$ cat config.mk
export PLATFORM = sky130hd
export DESIGN_NAME = torus_grid_neighbour_map
export DESIGN_NICKNAME = d
export VERILOG_FILES = /design/src/hdl/tgnm_pkg.sv /design/src/hdl/tgnm_setup.sv /design/src/hdl/tgnm_front.sv /design/src/hdl/tgnm_queue.sv /design/src/hdl/tgnm_back.sv /design/src/hdl/torus_grid_neighbour_map.sv
export SDC_FILE = /design/constraint.sdc
export NUM_CORES = 2
export LEC_CHECK = 0
export BUFFER_PORTS_ARGS = -buffer_cell sky130_fd_sc_hd__buf_2
export CORE_ASPECT_RATIO = 1.5
export CORE_MARGIN = 4
export CORE_UTILIZATION = 45
export CTS_CLUSTER_DIAMETER = 60
export DETAILED_ROUTE_END_ITERATION = 16
export SYNTH_ARGS = -nofsm -noshare
export SYNTH_HDL_FRONTEND = slang
export SYNTH_SLANG_ARGS = --single-unit
$ cat constraint.sdc
create_clock -name clk -period 9 [get_ports clk]
set_input_delay 0.9 -clock clk [delete_from_list [all_inputs] [get_ports clk]]
set_output_delay 0.9 -clock clk [all_outputs]
set_load 0.1 [all_outputs]
$ cat src/hdl/tgnm_pkg.sv
// Types, constants and shared helpers of the grid neighbour map.
package tgnm_pkg;

  localparam int unsigned MAX_FRAGMENTS_DEF = 256;

  localparam int unsigned IDX_W       = 8;   // fragment index
  localparam int unsigned ID_W        = 9;   // one-based ids
  localparam int unsigned DIM_W       = 16;  // lattice and tile sizes
  localparam int unsigned GRID_W      = 9;   // grid columns, rows, count
  localparam int unsigned CFG_IDX_W   = 3;
  localparam int unsigned CFG_DATA_W  = 16;
  localparam int unsigned PROD_W      = 2 * GRID_W;
  localparam int unsigned SUM_W       = PROD_W + 1;
  localparam int unsigned QUEUE_DEPTH = 4;

  localparam int unsigned IN_TDATA_W  = 8;
  localparam int unsigned OUT_USED_W  = ID_W + 2 * DIM_W + 8 * ID_W;
  localparam int unsigned OUT_TDATA_W = ((OUT_USED_W + 7) / 8) * 8;

  typedef enum logic [CFG_IDX_W-1:0] {
    REG_LATTICE_WIDTH  = 3'd0,
    REG_LATTICE_HEIGHT = 3'd1,
    REG_GRID_COLUMNS   = 3'd2,
    REG_GRID_ROWS      = 3'd3,
    REG_FRAGMENT_COUNT = 3'd4,
    REG_TORUS_MODE     = 3'd5
  } cfg_reg_t;

  typedef enum logic [1:0] {
    SU_IDLE,
    SU_LOAD,
    SU_RUN
  } setup_state_t;

  // Grid geometry derived from the configuration registers.
  typedef struct packed {
    logic              torus;
    logic [GRID_W-1:0] cols;
    logic [GRID_W-1:0] rows;
    logic [DIM_W-1:0]  wq;
    logic [GRID_W-1:0] wr;
    logic [DIM_W-1:0]  hq;
    logic [GRID_W-1:0] hr;
  } geom_t;

  // One classified query, handed from the front to the back.
  typedef struct packed {
    logic [ID_W-1:0]   id;
    logic              hit;
    logic [GRID_W-1:0] row_up;
    logic [GRID_W-1:0] row_mid;
    logic [GRID_W-1:0] row_dn;
    logic              up_ok;
    logic              dn_ok;
    logic [GRID_W-1:0] col_l;
    logic [GRID_W-1:0] col_mid;
    logic [GRID_W-1:0] col_r;
    logic              l_ok;
    logic              r_ok;
  } job_t;

  // One restoring division step: returns {quotient bit, new remainder}.
  // The remainder stays below the divisor.
  function automatic logic [GRID_W:0] div_step(input logic [GRID_W-1:0] rem,
                                                input logic              din,
                                                input logic [GRID_W-1:0] dvs);
    logic [GRID_W:0] trial;
    logic [GRID_W:0] diff;
    trial = {rem, din};
    diff  = trial - {1'b0, dvs};
    if (trial >= {1'b0, dvs}) begin
      div_step = {1'b1, diff[GRID_W-1:0]};
    end else begin
      div_step = {1'b0, trial[GRID_W-1:0]};
    end
  endfunction

endpackage

$ cat src/hdl/tgnm_setup.sv
// Configuration registers and the dividers that derive tile sizes.
module tgnm_setup
  import tgnm_pkg::*;
#(
  parameter int unsigned MAX_FRAGMENTS = MAX_FRAGMENTS_DEF,
  parameter int unsigned LIM_W         = $clog2(MAX_FRAGMENTS + 1)
) (
  input  logic                  clk,
  input  logic                  rst_n,
  input  logic                  cfg_we,
  input  logic [CFG_IDX_W-1:0]  cfg_index,
  input  logic [CFG_DATA_W-1:0] cfg_wdata,
  output geom_t                 geom,
  output logic [LIM_W-1:0]      limit,
  output logic                  busy
);

  localparam int unsigned CNT_W = $clog2(DIM_W);
  localparam logic [PROD_W-1:0] MAX_L = PROD_W'(MAX_FRAGMENTS);

  logic [DIM_W-1:0]  lw_r, lh_r;
  logic [GRID_W-1:0] gc_r, gr_r, fc_r;
  logic              torus_r;

  setup_state_t      state_r, state_nxt;
  logic [CNT_W-1:0]  cnt_r;
  logic [DIM_W-1:0]  wsh_r, hsh_r;
  logic [GRID_W-1:0] wrem_r, hrem_r;
  logic [PROD_W-1:0] prod_r;
  logic [LIM_W-1:0]  limit_r, limit_nxt;

  logic [GRID_W-1:0] cols, rows;
  logic [GRID_W:0]   wstep, hstep;

  assign cols = (gc_r == '0) ? GRID_W'(1) : gc_r;
  assign rows = (gr_r == '0) ? GRID_W'(1) : gr_r;

  always_ff @(posedge clk) begin
    if (!rst_n) begin
      lw_r    <= DIM_W'(1);
      lh_r    <= DIM_W'(1);
      gc_r    <= GRID_W'(1);
      gr_r    <= GRID_W'(1);
      fc_r    <= GRID_W'(1);
      torus_r <= 1'b0;
    end else if (cfg_we) begin
      case (cfg_reg_t'(cfg_index))
        REG_LATTICE_WIDTH:  lw_r    <= cfg_wdata;
        REG_LATTICE_HEIGHT: lh_r    <= cfg_wdata;
        REG_GRID_COLUMNS:   gc_r    <= cfg_wdata[GRID_W-1:0];
        REG_GRID_ROWS:      gr_r    <= cfg_wdata[GRID_W-1:0];
        REG_FRAGMENT_COUNT: fc_r    <= cfg_wdata[GRID_W-1:0];
        REG_TORUS_MODE:     torus_r <= cfg_wdata[0];
        default: ;
      endcase
    end
  end

  always_ff @(posedge clk) begin
    if (!rst_n) begin
      state_r <= SU_LOAD;
    end else begin
      state_r <= state_nxt;
    end
  end

  always_comb begin
    state_nxt = state_r;
    busy      = 1'b1;
    case (state_r)
      SU_IDLE: begin
        busy = 1'b0;
      end
      SU_LOAD: begin
        state_nxt = SU_RUN;
      end
      SU_RUN: begin
        if (cnt_r == CNT_W'(DIM_W - 1)) begin
          state_nxt = SU_IDLE;
        end
      end
      default: begin
        state_nxt = SU_LOAD;
      end
    endcase
    // any register write restarts the derivation
    if (cfg_we) begin
      state_nxt = SU_LOAD;
    end
  end

  assign wstep = div_step(wrem_r, wsh_r[DIM_W-1], cols);
  assign hstep = div_step(hrem_r, hsh_r[DIM_W-1], rows);

  always_comb begin
    logic [PROD_W-1:0] lim;
    lim = prod_r;
    if (PROD_W'(fc_r) < lim) begin
      lim = PROD_W'(fc_r);
    end
    if (MAX_L < lim) begin
      lim = MAX_L;
    end
    limit_nxt = LIM_W'(lim);
  end

  // Both quotients shift in through the dividend registers, one bit a cycle.
  always_ff @(posedge clk) begin
    case (state_r)
      SU_LOAD: begin
        wsh_r  <= lw_r;
        hsh_r  <= lh_r;
        wrem_r <= '0;
        hrem_r <= '0;
        cnt_r  <= '0;
        prod_r <= {{GRID_W{1'b0}}, cols} * {{GRID_W{1'b0}}, rows};
      end
      SU_RUN: begin
        wsh_r   <= {wsh_r[DIM_W-2:0], wstep[GRID_W]};
        hsh_r   <= {hsh_r[DIM_W-2:0], hstep[GRID_W]};
        wrem_r  <= wstep[GRID_W-1:0];
        hrem_r  <= hstep[GRID_W-1:0];
        cnt_r   <= cnt_r + CNT_W'(1);
        limit_r <= limit_nxt;
      end
      default: ;
    endcase
  end

  assign geom.torus = torus_r;
  assign geom.cols  = cols;
  assign geom.rows  = rows;
  assign geom.wq    = wsh_r;
  assign geom.wr    = wrem_r;
  assign geom.hq    = hsh_r;
  assign geom.hr    = hrem_r;
  assign limit      = limit_r;

endmodule

$ cat src/hdl/tgnm_front.sv
// Front end: accepts queries, splits the index into row and column, classifies edges.
module tgnm_front
  import tgnm_pkg::*;
#(
  parameter int unsigned MAX_FRAGMENTS = MAX_FRAGMENTS_DEF,
  parameter int unsigned LIM_W         = $clog2(MAX_FRAGMENTS + 1)
) (
  input  logic             clk,
  input  logic             rst_n,
  input  logic             in_tvalid,
  output logic             in_tready,
  input  logic [IDX_W-1:0] in_idx,
  input  logic             busy,
  input  geom_t            geom,
  input  logic [LIM_W-1:0] limit,
  input  logic             q_full,
  output logic             push,
  output job_t             push_job
);

  typedef struct packed {
    logic [IDX_W-1:0]  dvd;
    logic [GRID_W-1:0] rem;
    logic [IDX_W-1:0]  quo;
    logic [ID_W-1:0]   id;
    logic              hit;
  } fst_t;

  logic [IDX_W:0] v_r;
  fst_t           st_r   [0:IDX_W];
  fst_t           st_nxt [0:IDX_W-1];
  fst_t           st0_nxt;
  logic           adv;

  // hold the whole divider only when its last stage cannot drain
  assign adv       = !(v_r[IDX_W] && q_full);
  assign in_tready = adv && !busy;

  always_comb begin
    st0_nxt.dvd = in_idx;
    st0_nxt.rem = '0;
    st0_nxt.quo = '0;
    st0_nxt.id  = {1'b0, in_idx} + ID_W'(1);
    st0_nxt.hit = PROD_W'(in_idx) < PROD_W'(limit);
  end

  always_comb begin
    for (int k = 0; k < IDX_W; k++) begin
      logic [GRID_W:0] d;
      d              = div_step(st_r[k].rem, st_r[k].dvd[IDX_W-1], geom.cols);
      st_nxt[k]      = st_r[k];
      st_nxt[k].dvd  = {st_r[k].dvd[IDX_W-2:0], 1'b0};
      st_nxt[k].quo  = {st_r[k].quo[IDX_W-2:0], d[GRID_W]};
      st_nxt[k].rem  = d[GRID_W-1:0];
    end
  end

  always_ff @(posedge clk) begin
    if (!rst_n) begin
      v_r <= '0;
    end else if (adv) begin
      v_r <= {v_r[IDX_W-1:0], in_tvalid && in_tready};
    end
  end

  always_ff @(posedge clk) begin
    if (adv) begin
      st_r[0] <= st0_nxt;
      for (int k = 1; k <= IDX_W; k++) begin
        st_r[k] <= st_nxt[k-1];
      end
    end
  end

  // Edge classification of the finished row and column.
  always_comb begin
    logic [GRID_W-1:0] row, col;
    row = {1'b0, st_r[IDX_W].quo};
    col = st_r[IDX_W].rem;

    push_job.id      = st_r[IDX_W].id;
    push_job.hit     = st_r[IDX_W].hit;
    push_job.row_mid = row;
    push_job.col_mid = col;

    if (row == '0) begin
      push_job.row_up = geom.rows - GRID_W'(1);
      push_job.up_ok  = geom.torus;
    end else begin
      push_job.row_up = row - GRID_W'(1);
      push_job.up_ok  = 1'b1;
    end
    if ({1'b0, row} + (GRID_W+1)'(1) >= {1'b0, geom.rows}) begin
      push_job.row_dn = '0;
      push_job.dn_ok  = geom.torus;
    end else begin
      push_job.row_dn = row + GRID_W'(1);
      push_job.dn_ok  = 1'b1;
    end

    if (col == '0) begin
      push_job.col_l = geom.cols - GRID_W'(1);
      push_job.l_ok  = geom.torus;
    end else begin
      push_job.col_l = col - GRID_W'(1);
      push_job.l_ok  = 1'b1;
    end
    if ({1'b0, col} + (GRID_W+1)'(1) >= {1'b0, geom.cols}) begin
      push_job.col_r = '0;
      push_job.r_ok  = geom.torus;
    end else begin
      push_job.col_r = col + GRID_W'(1);
      push_job.r_ok  = 1'b1;
    end
  end

  assign push = v_r[IDX_W] && !q_full;

endmodule

$ cat src/hdl/tgnm_queue.sv
// Short queue of classified queries between the front and the back.
module tgnm_queue
  import tgnm_pkg::*;
(
  input  logic clk,
  input  logic rst_n,
  input  logic push,
  input  job_t push_job,
  input  logic pop,
  output logic full,
  output logic nempty,
  output job_t head
);

  localparam int unsigned PTR_W = $clog2(QUEUE_DEPTH);
  localparam int unsigned CNT_W = $clog2(QUEUE_DEPTH + 1);

  job_t             ent_r [0:QUEUE_DEPTH-1];
  logic [PTR_W-1:0] wr_r, rd_r;
  logic [CNT_W-1:0] cnt_r;

  assign full   = cnt_r == CNT_W'(QUEUE_DEPTH);
  assign nempty = cnt_r != '0;
  assign head   = ent_r[rd_r];

  always_ff @(posedge clk) begin
    if (push) begin
      ent_r[wr_r] <= push_job;
    end
  end

  always_ff @(posedge clk) begin
    if (!rst_n) begin
      wr_r  <= '0;
      rd_r  <= '0;
      cnt_r <= '0;
    end else begin
      if (push) begin
        wr_r <= (wr_r == PTR_W'(QUEUE_DEPTH - 1)) ? '0 : wr_r + PTR_W'(1);
      end
      if (pop) begin
        rd_r <= (rd_r == PTR_W'(QUEUE_DEPTH - 1)) ? '0 : rd_r + PTR_W'(1);
      end
      case ({push, pop})
        2'b10:   cnt_r <= cnt_r + CNT_W'(1);
        2'b01:   cnt_r <= cnt_r - CNT_W'(1);
        default: ;
      endcase
    end
  end

endmodule

$ cat src/hdl/tgnm_back.sv
// Back end: forms neighbour ids and tile sizes and holds the result beat.
module tgnm_back
  import tgnm_pkg::*;
#(
  parameter int unsigned MAX_FRAGMENTS = MAX_FRAGMENTS_DEF,
  parameter int unsigned LIM_W         = $clog2(MAX_FRAGMENTS + 1)
) (
  input  logic                   clk,
  input  logic                   rst_n,
  input  logic                   q_nempty,
  input  job_t                   q_head,
  output logic                   pop,
  input  geom_t                  geom,
  input  logic [LIM_W-1:0]       limit,
  output logic                   out_tvalid,
  input  logic                   out_tready,
  output logic [OUT_TDATA_W-1:0] out_tdata
);

  logic                   v1_r;
  job_t                   job_r;
  logic [PROD_W-1:0]      p_up_r, p_mid_r, p_dn_r;
  logic                   out_valid_r;
  logic [OUT_TDATA_W-1:0] out_data_r;
  logic [OUT_TDATA_W-1:0] out_data_nxt;
  logic                   adv;

  function automatic logic [ID_W-1:0] nb_id(input logic [PROD_W-1:0] base,
                                            input logic [GRID_W-1:0] col,
                                            input logic              ok,
                                            input logic [LIM_W-1:0]  lim);
    logic [SUM_W-1:0] idx;
    logic [SUM_W-1:0] nxt;
    idx = SUM_W'(base) + SUM_W'(col);
    nxt = idx + SUM_W'(1);
    if (!ok || idx >= SUM_W'(lim)) begin
      nb_id = '0;
    end else begin
      nb_id = nxt[ID_W-1:0];
    end
  endfunction

  assign adv = !out_valid_r || out_tready;
  assign pop = q_nempty && adv;

  always_ff @(posedge clk) begin
    if (!rst_n) begin
      v1_r        <= 1'b0;
      out_valid_r <= 1'b0;
    end else if (adv) begin
      v1_r        <= q_nempty;
      out_valid_r <= v1_r;
    end
  end

  // Row base offsets; the column is added one stage later.
  always_ff @(posedge clk) begin
    if (adv) begin
      job_r   <= q_head;
      p_up_r  <= {{GRID_W{1'b0}}, q_head.row_up}  * {{GRID_W{1'b0}}, geom.cols};
      p_mid_r <= {{GRID_W{1'b0}}, q_head.row_mid} * {{GRID_W{1'b0}}, geom.cols};
      p_dn_r  <= {{GRID_W{1'b0}}, q_head.row_dn}  * {{GRID_W{1'b0}}, geom.cols};
      out_data_r <= out_data_nxt;
    end
  end

  always_comb begin
    logic [DIM_W-1:0] tw, th;
    logic [ID_W-1:0]  ul, up, ur, rt, dr, dn, dl, lt;
    tw = geom.wq + DIM_W'(job_r.col_mid < geom.wr);
    th = geom.hq + DIM_W'(job_r.row_mid < geom.hr);
    ul = nb_id(p_up_r,  job_r.col_l,   job_r.up_ok && job_r.l_ok, limit);
    up = nb_id(p_up_r,  job_r.col_mid, job_r.up_ok,               limit);
    ur = nb_id(p_up_r,  job_r.col_r,   job_r.up_ok && job_r.r_ok, limit);
    rt = nb_id(p_mid_r, job_r.col_r,   job_r.r_ok,                limit);
    dr = nb_id(p_dn_r,  job_r.col_r,   job_r.dn_ok && job_r.r_ok, limit);
    dn = nb_id(p_dn_r,  job_r.col_mid, job_r.dn_ok,               limit);
    dl = nb_id(p_dn_r,  job_r.col_l,   job_r.dn_ok && job_r.l_ok, limit);
    lt = nb_id(p_mid_r, job_r.col_l,   job_r.l_ok,                limit);
    // out-of-range query: only the id survives
    if (!job_r.hit) begin
      tw = '0;
      th = '0;
      ul = '0;
      up = '0;
      ur = '0;
      rt = '0;
      dr = '0;
      dn = '0;
      dl = '0;
      lt = '0;
    end
    out_data_nxt = {{(OUT_TDATA_W - OUT_USED_W){1'b0}},
                    lt, dl, dn, dr, rt, ur, up, ul, th, tw, job_r.id};
  end

  assign out_tvalid = out_valid_r;
  assign out_tdata  = out_data_r;

endmodule

$ cat src/hdl/torus_grid_neighbour_map.sv
// Top level of the grid neighbour map: streams queries in, neighbour records out.
//
// Input channel (in_*): one beat carries a zero-based fragment index.
// Output channel (out_*): one beat per query with the fragment id, its tile
//   width and height, and the ids of its eight neighbours clockwise from
//   upper-left (0 where a neighbour is absent or out of range).
// Configuration (cfg_*): write-only registers; the user writes them only while no
// query is open, and the block itself does not enforce this.
// A query passes through an 8-stage restoring divider that splits the index into
// row and column; a short queue decouples it from the back end, which forms the
// row offsets in one stage and the ids in the output register. One query is
// accepted per cycle while the front is not held by a full queue and the tile-size
// divider is not busy.
// After reset and after every register write the tile-size divider makes one load
// step, then one quotient bit per cycle; in_tready stays low during that pass.
// When the receiver stalls, the output beat holds, the queue fills (4 entries)
// and only then does in_tready drop.
module torus_grid_neighbour_map
  import tgnm_pkg::*;
#(
  parameter int unsigned MAX_FRAGMENTS = MAX_FRAGMENTS_DEF
) (
  input  logic                   clk,
  input  logic                   rst_n,
  input  logic                   in_tvalid,
  output logic                   in_tready,
  input  logic [IN_TDATA_W-1:0]  in_tdata,   // [7:0] fragment_index
  output logic                   out_tvalid,
  input  logic                   out_tready,
  // [8:0] fragment_id, [24:9] tile_width, [40:25] tile_height,
  // [49:41] up_left_id, [58:50] up_id, [67:59] up_right_id, [76:68] right_id,
  // [85:77] down_right_id, [94:86] down_id, [103:95] down_left_id,
  // [112:104] left_id, [119:113] zero
  output logic [OUT_TDATA_W-1:0] out_tdata,
  input  logic                   cfg_we,
  input  logic [CFG_IDX_W-1:0]   cfg_index,
  input  logic [CFG_DATA_W-1:0]  cfg_wdata
);

  localparam int unsigned LIM_W = $clog2(MAX_FRAGMENTS + 1);

  geom_t            geom;
  logic [LIM_W-1:0] limit;
  logic             busy;
  logic             q_full, q_nempty, push, pop;
  job_t             push_job, q_head;

  tgnm_setup #(
    .MAX_FRAGMENTS (MAX_FRAGMENTS),
    .LIM_W         (LIM_W)
  ) u_setup (
    .clk       (clk),
    .rst_n     (rst_n),
    .cfg_we    (cfg_we),
    .cfg_index (cfg_index),
    .cfg_wdata (cfg_wdata),
    .geom      (geom),
    .limit     (limit),
    .busy      (busy)
  );

  tgnm_front #(
    .MAX_FRAGMENTS (MAX_FRAGMENTS),
    .LIM_W         (LIM_W)
  ) u_front (
    .clk       (clk),
    .rst_n     (rst_n),
    .in_tvalid (in_tvalid),
    .in_tready (in_tready),
    .in_idx    (in_tdata[IDX_W-1:0]),
    .busy      (busy),
    .geom      (geom),
    .limit     (limit),
    .q_full    (q_full),
    .push      (push),
    .push_job  (push_job)
  );

  tgnm_queue u_queue (
    .clk      (clk),
    .rst_n    (rst_n),
    .push     (push),
    .push_job (push_job),
    .pop      (pop),
    .full     (q_full),
    .nempty   (q_nempty),
    .head     (q_head)
  );

  tgnm_back #(
    .MAX_FRAGMENTS (MAX_FRAGMENTS),
    .LIM_W         (LIM_W)
  ) u_back (
    .clk        (clk),
    .rst_n      (rst_n),
    .q_nempty   (q_nempty),
    .q_head     (q_head),
    .pop        (pop),
    .geom       (geom),
    .limit      (limit),
    .out_tvalid (out_tvalid),
    .out_tready (out_tready),
    .out_tdata  (out_tdata)
  );

endmodule

Word level (Yosys, flattened, before mapping)
Memories as Yosys holds them, arrays and structs flattened. A register that Yosys moved wholly into a read port is not among the register bits.
Index checks and enable logic that the tools add are counted.
Widths: inputs -> output; s select.
- bits of input ports: 32
- memories kept: 2
- bits in registers: 378
- output and inout port bits: 122
- memory bits (writable): 583
- order comparisons: 25
- $add $sub $neg: 42
- reductions and logical operators: 54
- muxes and demuxes: 36
- multiply operators: 4
- bitwise gates (word level): 3
- eq/ne operators: 14
- memories (memory ; depth ; width ; read ports ; clocked after Yosys merged registers in ; write ports ; line ; RTL):
    u_front.st_r ; 9 ; 35 ; 9 ; 0 ; 9 ; tgnm_front.sv:30 ; fst_t st_r [0:IDX_W];
    u_queue.ent_r ; 4 ; 67 ; 1 ; 1 ; 1 ; tgnm_queue.sv:18 ; job_t ent_r [0:QUEUE_DEPTH-1];
- operator list (operator ; number):
    $add 18x9->19 ; 8
    $ge 19x9->1 ; 8
    $ge 10x9->1 ; 12
    $mux 10 ; 10
    $sub 9x9->9 ; 10
    $add 9x1->9 const B ; 9
    $mul 9x9->18 ; 4
    $pmux 16 s2 ; 2
    $mux 9 ; 6
    $pmux 9 s2 ; 2
    $add 16x1->16 ; 2
    $add 8x1->9 const B ; 3
    $logic_not 9->1 ; 3
    $sub 9x1->9 const B ; 3
    $lt 9x18->1 ; 1
    $lt 9x18->1 const A ; 1
    $lt 9x9->1 ; 2
    $mux 18 ; 1
    $reduce_or 2->1 ; 9
    $reduce_and 2->1 ; 7
    $logic_not 1->1 ; 11
    $add 9x1->10 const B ; 1
    $mux 2 ; 5
    $eq 3x3->1 const B ; 3
    other kinds (24) ; 55

Longest topological paths before layout
- depth in word-level cells: 5
- depth in mapped cells: 23

By module
From an unflattened synthesis, not the netlist that was laid out.
- cell total of the unflattened synthesis: 4796
- area total of the unflattened synthesis: 55962.4 sq um
- by module, submodules not included (module ; seq. area each (sq um) ; cells an instance ; area each (sq um) ; instances):
    tgnm_back ; 6556.3 ; 2382 ; 23257.3 ; 1
    tgnm_front ; 7206.9 ; 1025 ; 12979.9 ; 1
    tgnm_queue ; 8348.0 ; 399 ; 10292.4 ; 1
    tgnm_setup ; 3673.5 ; 990 ; 9432.8 ; 1

Worst setup path before layout
No wires, ideal clock.
- kind: register to output
- from: register u_queue.cnt_r[0]
- to: output port in_tready
- setup slack: 0.598 ns
- arrival time: 7.502 ns
- cell stages (with the launch flop): 6
- cell sequence: dfxtp_1 > nor2_1 > and3_1 > clkbuf_1 > clkinv_1 > and2_1
- cells in the longest elaborated chain, start to end: 4
- RTL lines (what ; line ; RTL):
    from (decl) ; tgnm_queue.sv:20 ; logic [CNT_W-1:0] cnt_r;
    from (signal assigned) ; tgnm_queue.sv:45 ; 2'b10: cnt_r <= cnt_r + CNT_W'(1);
    from (signal assigned) ; tgnm_queue.sv:46 ; 2'b01: cnt_r <= cnt_r - CNT_W'(1);
    $eq 3x3->1 ; tgnm_queue.sv:22 ; assign full = cnt_r == CNT_W'(QUEUE_DEPTH);
    $logic_and 1x1->1 ; tgnm_front.sv:36 ; assign adv = !(v_r[IDX_W] && q_full);
    $logic_not 1->1 ; tgnm_front.sv:36 ;
    $logic_and 1x1->1 ; tgnm_front.sv:37 ; assign in_tready = adv && !busy;
    to (decl) ; torus_grid_neighbour_map.sv:26 ; output logic in_tready,
No other way between the ends.

==> results.json <==
{
  "status": "completed",
  "worstPathArrival_ns": 6.97,
  "period_minus_slack_ns": 6.452,
  "path_common_cell": "fa_1",
  "synth_ff_type": "edfxtp_1",
  "cts_resized": 0,
  "slew_headroom": 0.1406,
  "pwr-share-clk": 0.198,
  "clock_skew_ns": 0.05972,
  "synthMuxAreaShare": 0.04976,
  "path_depth": 16,
  "reg2reg_setup_slack_ns": 2.55,
  "required_ns": 9.52,
  "worst_pin_slew_ns": 1.281,
  "grt_pass1_wl_um": 206000,
  "grt-ovfl-total": 0,
  "portBuffers": 146,
  "switching_share": 0.4236,
  "final_antenna_net_count": 0,
  "leakagePower_uw": 0.02447,
  "cts_buffers": 92,
  "period_share": 0.7169,
  "initial_core_util": 0.4539,
  "yosysSeqAreaShare": 0.4735,
  "rsz0062_at_grt": "no",
  "seq_area_um2": 25640,
  "dpl.hpwl_um": 97720,
  "crit_type": "reg2reg",
  "synthDistinctLibCells": 88,
  "dieWidth_um": 291.2,
  "grt_usage": 0.2103,
  "crit_chain": "buf_4, mux4_2, and2_1, fa_1, fa_1, fa_1, inv_1, fa_1, inv_1, ha_1, a21o_1, a31oi_1, o21ai_1, o41ai_1, nor2_1, a211oi_1",
  "reg2regPathDepth": 16,
  "max_freq_ghz": 0.1550,
  "antenna_found_initial": 7,
  "critical_path.top_delay_family": "adder cells",
  "avgSynthCellArea_um2": 11.69,
  "vias": 35210,
  "cts_num_sinks": 881,
  "syn_area_um2": 54140,
  "wire_per_inst_um": 20.71,
  "vias_per_cell": 5.472,
  "synth_top_family_by_area": "adder cells",
  "syn_to_final_growth_pct": 10.34,
  "grt_pass1_vias": 36011,
  "die_area_um2": 126000,
  "cp_num_buf_inv": 3,
  "fin_nets": 5493,
  "synth_xor_area_frac": 0.04012,
  "peakVddDrop_v": 0.0002048,
  "setup_violations": 0,
  "ys_ff_latch": 881,
  "p_comb_frac": 0.475,
  "pin_count": 154,
  "synth_compound_area_frac": 0.09048,
  "reg2reg_to": "u_back.p_dn_r[17]",
  "route.detailed.drc": 0,
  "cts-htree-levels": 3,
  "seq_power_share": 0.327,
  "die_h_um": 432.8,
  "crit_fanout": 28,
  "postCtsSetupBuffers": 0,
  "maxCapViolCount": 0,
  "cts_root_buf": "clkbuf_16",
  "clockBufferDepth": 3,
  "power_density_nw_per_um2": 319.2,
  "dr.pass1.iters": 7,
  "synth-edff-count": 799,
  "final.fill_count": 10642,
  "grt_max_degree": 132,
  "detail_route.iter0.violations": 1997,
  "tns_ns": 0,
  "drive_gt1_frac": 0.1030,
  "hold_path.class": "reg2reg",
  "async_flop_share": 0,
  "num_rows": 155,
  "report.final.slew_viol_count": 0,
  "total_power_uw": 19070,
  "ys_warn_count": 0,
  "path_clk_slew_ns": 0.06,
  "slowest_stage": "dfxtp_4",
  "cp-start-kind": "flop",
  "clock_latency_ns": 0.71,
  "syn_inst": 4631,
  "postCtsHoldBufs": 0,
  "hold_viol": 0,
  "multi_input_area_um2": 26220,
  "gp_congestion": 0.9358,
  "wl_um": 133200,
  "min-delay-start": "u_front.st_r[0][106]",
  "whs_path_depth": 0,
  "whs_endpoint": "u_front.st_r[0][141]",
  "synthAdderAreaFrac": 0.1843,
  "core_um2": 119300,
  "max_stage_delay_ns": 0.71,
  "yosys.area_share.simple": 0.1182,
  "p_int_uw": 10990,
  "tritoncts": "done",
  "cp-end-kind": "flop",
  "whs_ns": 0.4140,
  "p_switching_uw": 8079
}
metrics by stage:
step,area [um2],setup slack [ns],std cells,utilization
final,59730,2.548,6434,0.5008
after global placement,56720,2.584,6266,0.4756
after floorplan,54160,0.5982,4637,-
after CTS,59730,2.475,6433,0.5008
after detailed placement,56720,2.492,6266,0.4756
after global routing,59730,2.133,6434,0.5008
cell usage in the layout (no fill, tap or decap), drive strengths merged, types with 156 or more instances in the layout:
cell type / count
buf: 189
edfxtp: 799
nand2: 378
ha: 460
nor2: 300
a21oi: 156
xnor2: 178
inv: 488
and2: 191
fa: 211
power groups by stage:
stage	Sequential, uW	Clock, uW	Combinational, uW
final	6240	3780	9050
after global routing	6300	4030	10100
after CTS	6260	3870	9090
after detailed placement	6340	0	9020
after global placement	6330	0	8910
after floorplan	6850	0	6180
cell usage after synthesis, types with 9 or more instances:
master / count / area [um2]
edfxtp_1: 799 / 23990
inv_1: 474 / 1779
ha_1: 460 / 5756
nand2_1: 378 / 1419
nor2_1: 300 / 1126
fa_1: 211 / 4224
and2_1: 191 / 1195
xnor2_1: 178 / 1559
a21oi_1: 155 / 775.7
o21ai_0: 115 / 575.6
clkbuf_1: 94 / 352.8
nand3_1: 93 / 465.5
dfxtp_1: 82 / 1642
a21boi_0: 77 / 578.1
nor3_1: 71 / 355.3
xor2_1: 70 / 613.1
mux4_2: 67 / 1509
a21o_1: 62 / 465.5
mux2_2: 58 / 653.1
nand4_1: 52 / 325.3
a211oi_1: 47 / 352.8
nor2b_1: 44 / 275.3
and3_1: 41 / 256.5
o21ai_1: 35 / 175.2
mux2i_1: 34 / 340.3
a21boi_1: 30 / 225.2
or3_1: 29 / 181.4
o21a_1: 28 / 210.2
o21bai_1: 25 / 187.7
o31ai_1: 24 / 180.2
a31oi_1: 21 / 131.4
nand2b_1: 21 / 131.4
or2_2: 20 / 125.1
mux2_1: 17 / 191.4
buf_2: 15 / 75.07
nor4_1: 15 / 93.84
buf_1: 13 / 48.80
a211o_1: 12 / 105.1
nor3b_1: 12 / 90.09
and4_1: 11 / 96.34
o211ai_1: 11 / 82.58
o41ai_1: 11 / 96.34
o221ai_1: 9 / 78.83
metal layers:
| layer | GRT usage | vias to the layer above | routed length [um] |
|---|---|---|---|
| met1 | 0.2340 | 17359 | 50470 |
| met2 | 0.3940 | 740 | 70300 |
| met5 | 0 | - | 0 |
| met4 | 0.1111 | 0 | 7590 |
| met3 | 0.02180 | 279 | 4858 |
| li1 | - | 16832 | - |
worst max-delay path by stage:
stage                startpoint                 to  slack, ns
5_1_grt                    flop  u_back.p_dn_r[17]       2.13
6_report                   flop  u_back.p_dn_r[17]       2.55
2_1_floorplan  u_queue.cnt_r[0]          in_tready       0.60
3_5_place_dp               flop  u_back.p_dn_r[17]       2.49
3_3_place_gp               flop  u_back.p_dn_r[17]       2.58
4_1_cts                    flop  u_back.p_dn_r[17]       2.47
cell type report:
class                      count  share of cell area
sequential                   881              0.4293
multi-input combinational   3141              0.4389
timing repair buffer         189             0.01785
clock buffer                 113             0.04053
clock inverter                54            0.009824
antenna                        1          0.00004189
inverter                     485             0.03073
tap                         1570             0.03289
state kept, by name (all words and copies together) (netlist names), 16 cells and up, named ones only:
signal and cells:
u_back.job_r 49, u_queue.ent_r 268, u_setup.lh_r 16, u_setup.hsh_r 16
u_back.p_mid_r 18, u_setup.wsh_r 16, u_back.p_up_r 18, u_setup.prod_r 18
u_back.out_tdata 113, u_setup.lw_r 16, u_front.st_r 234, u_back.p_dn_r 18
kinds of logic after synthesis:
family	count (synthesis)
AOI/OAI and AO/OA	733
muxes	176
buffers and inverters	615
adders and majority gates	671
other	1
DFF	881
xor gates and xnor gates	248
and+or+nand+nor	1306
No activity file was read; power rests on OpenSTA's default activity.
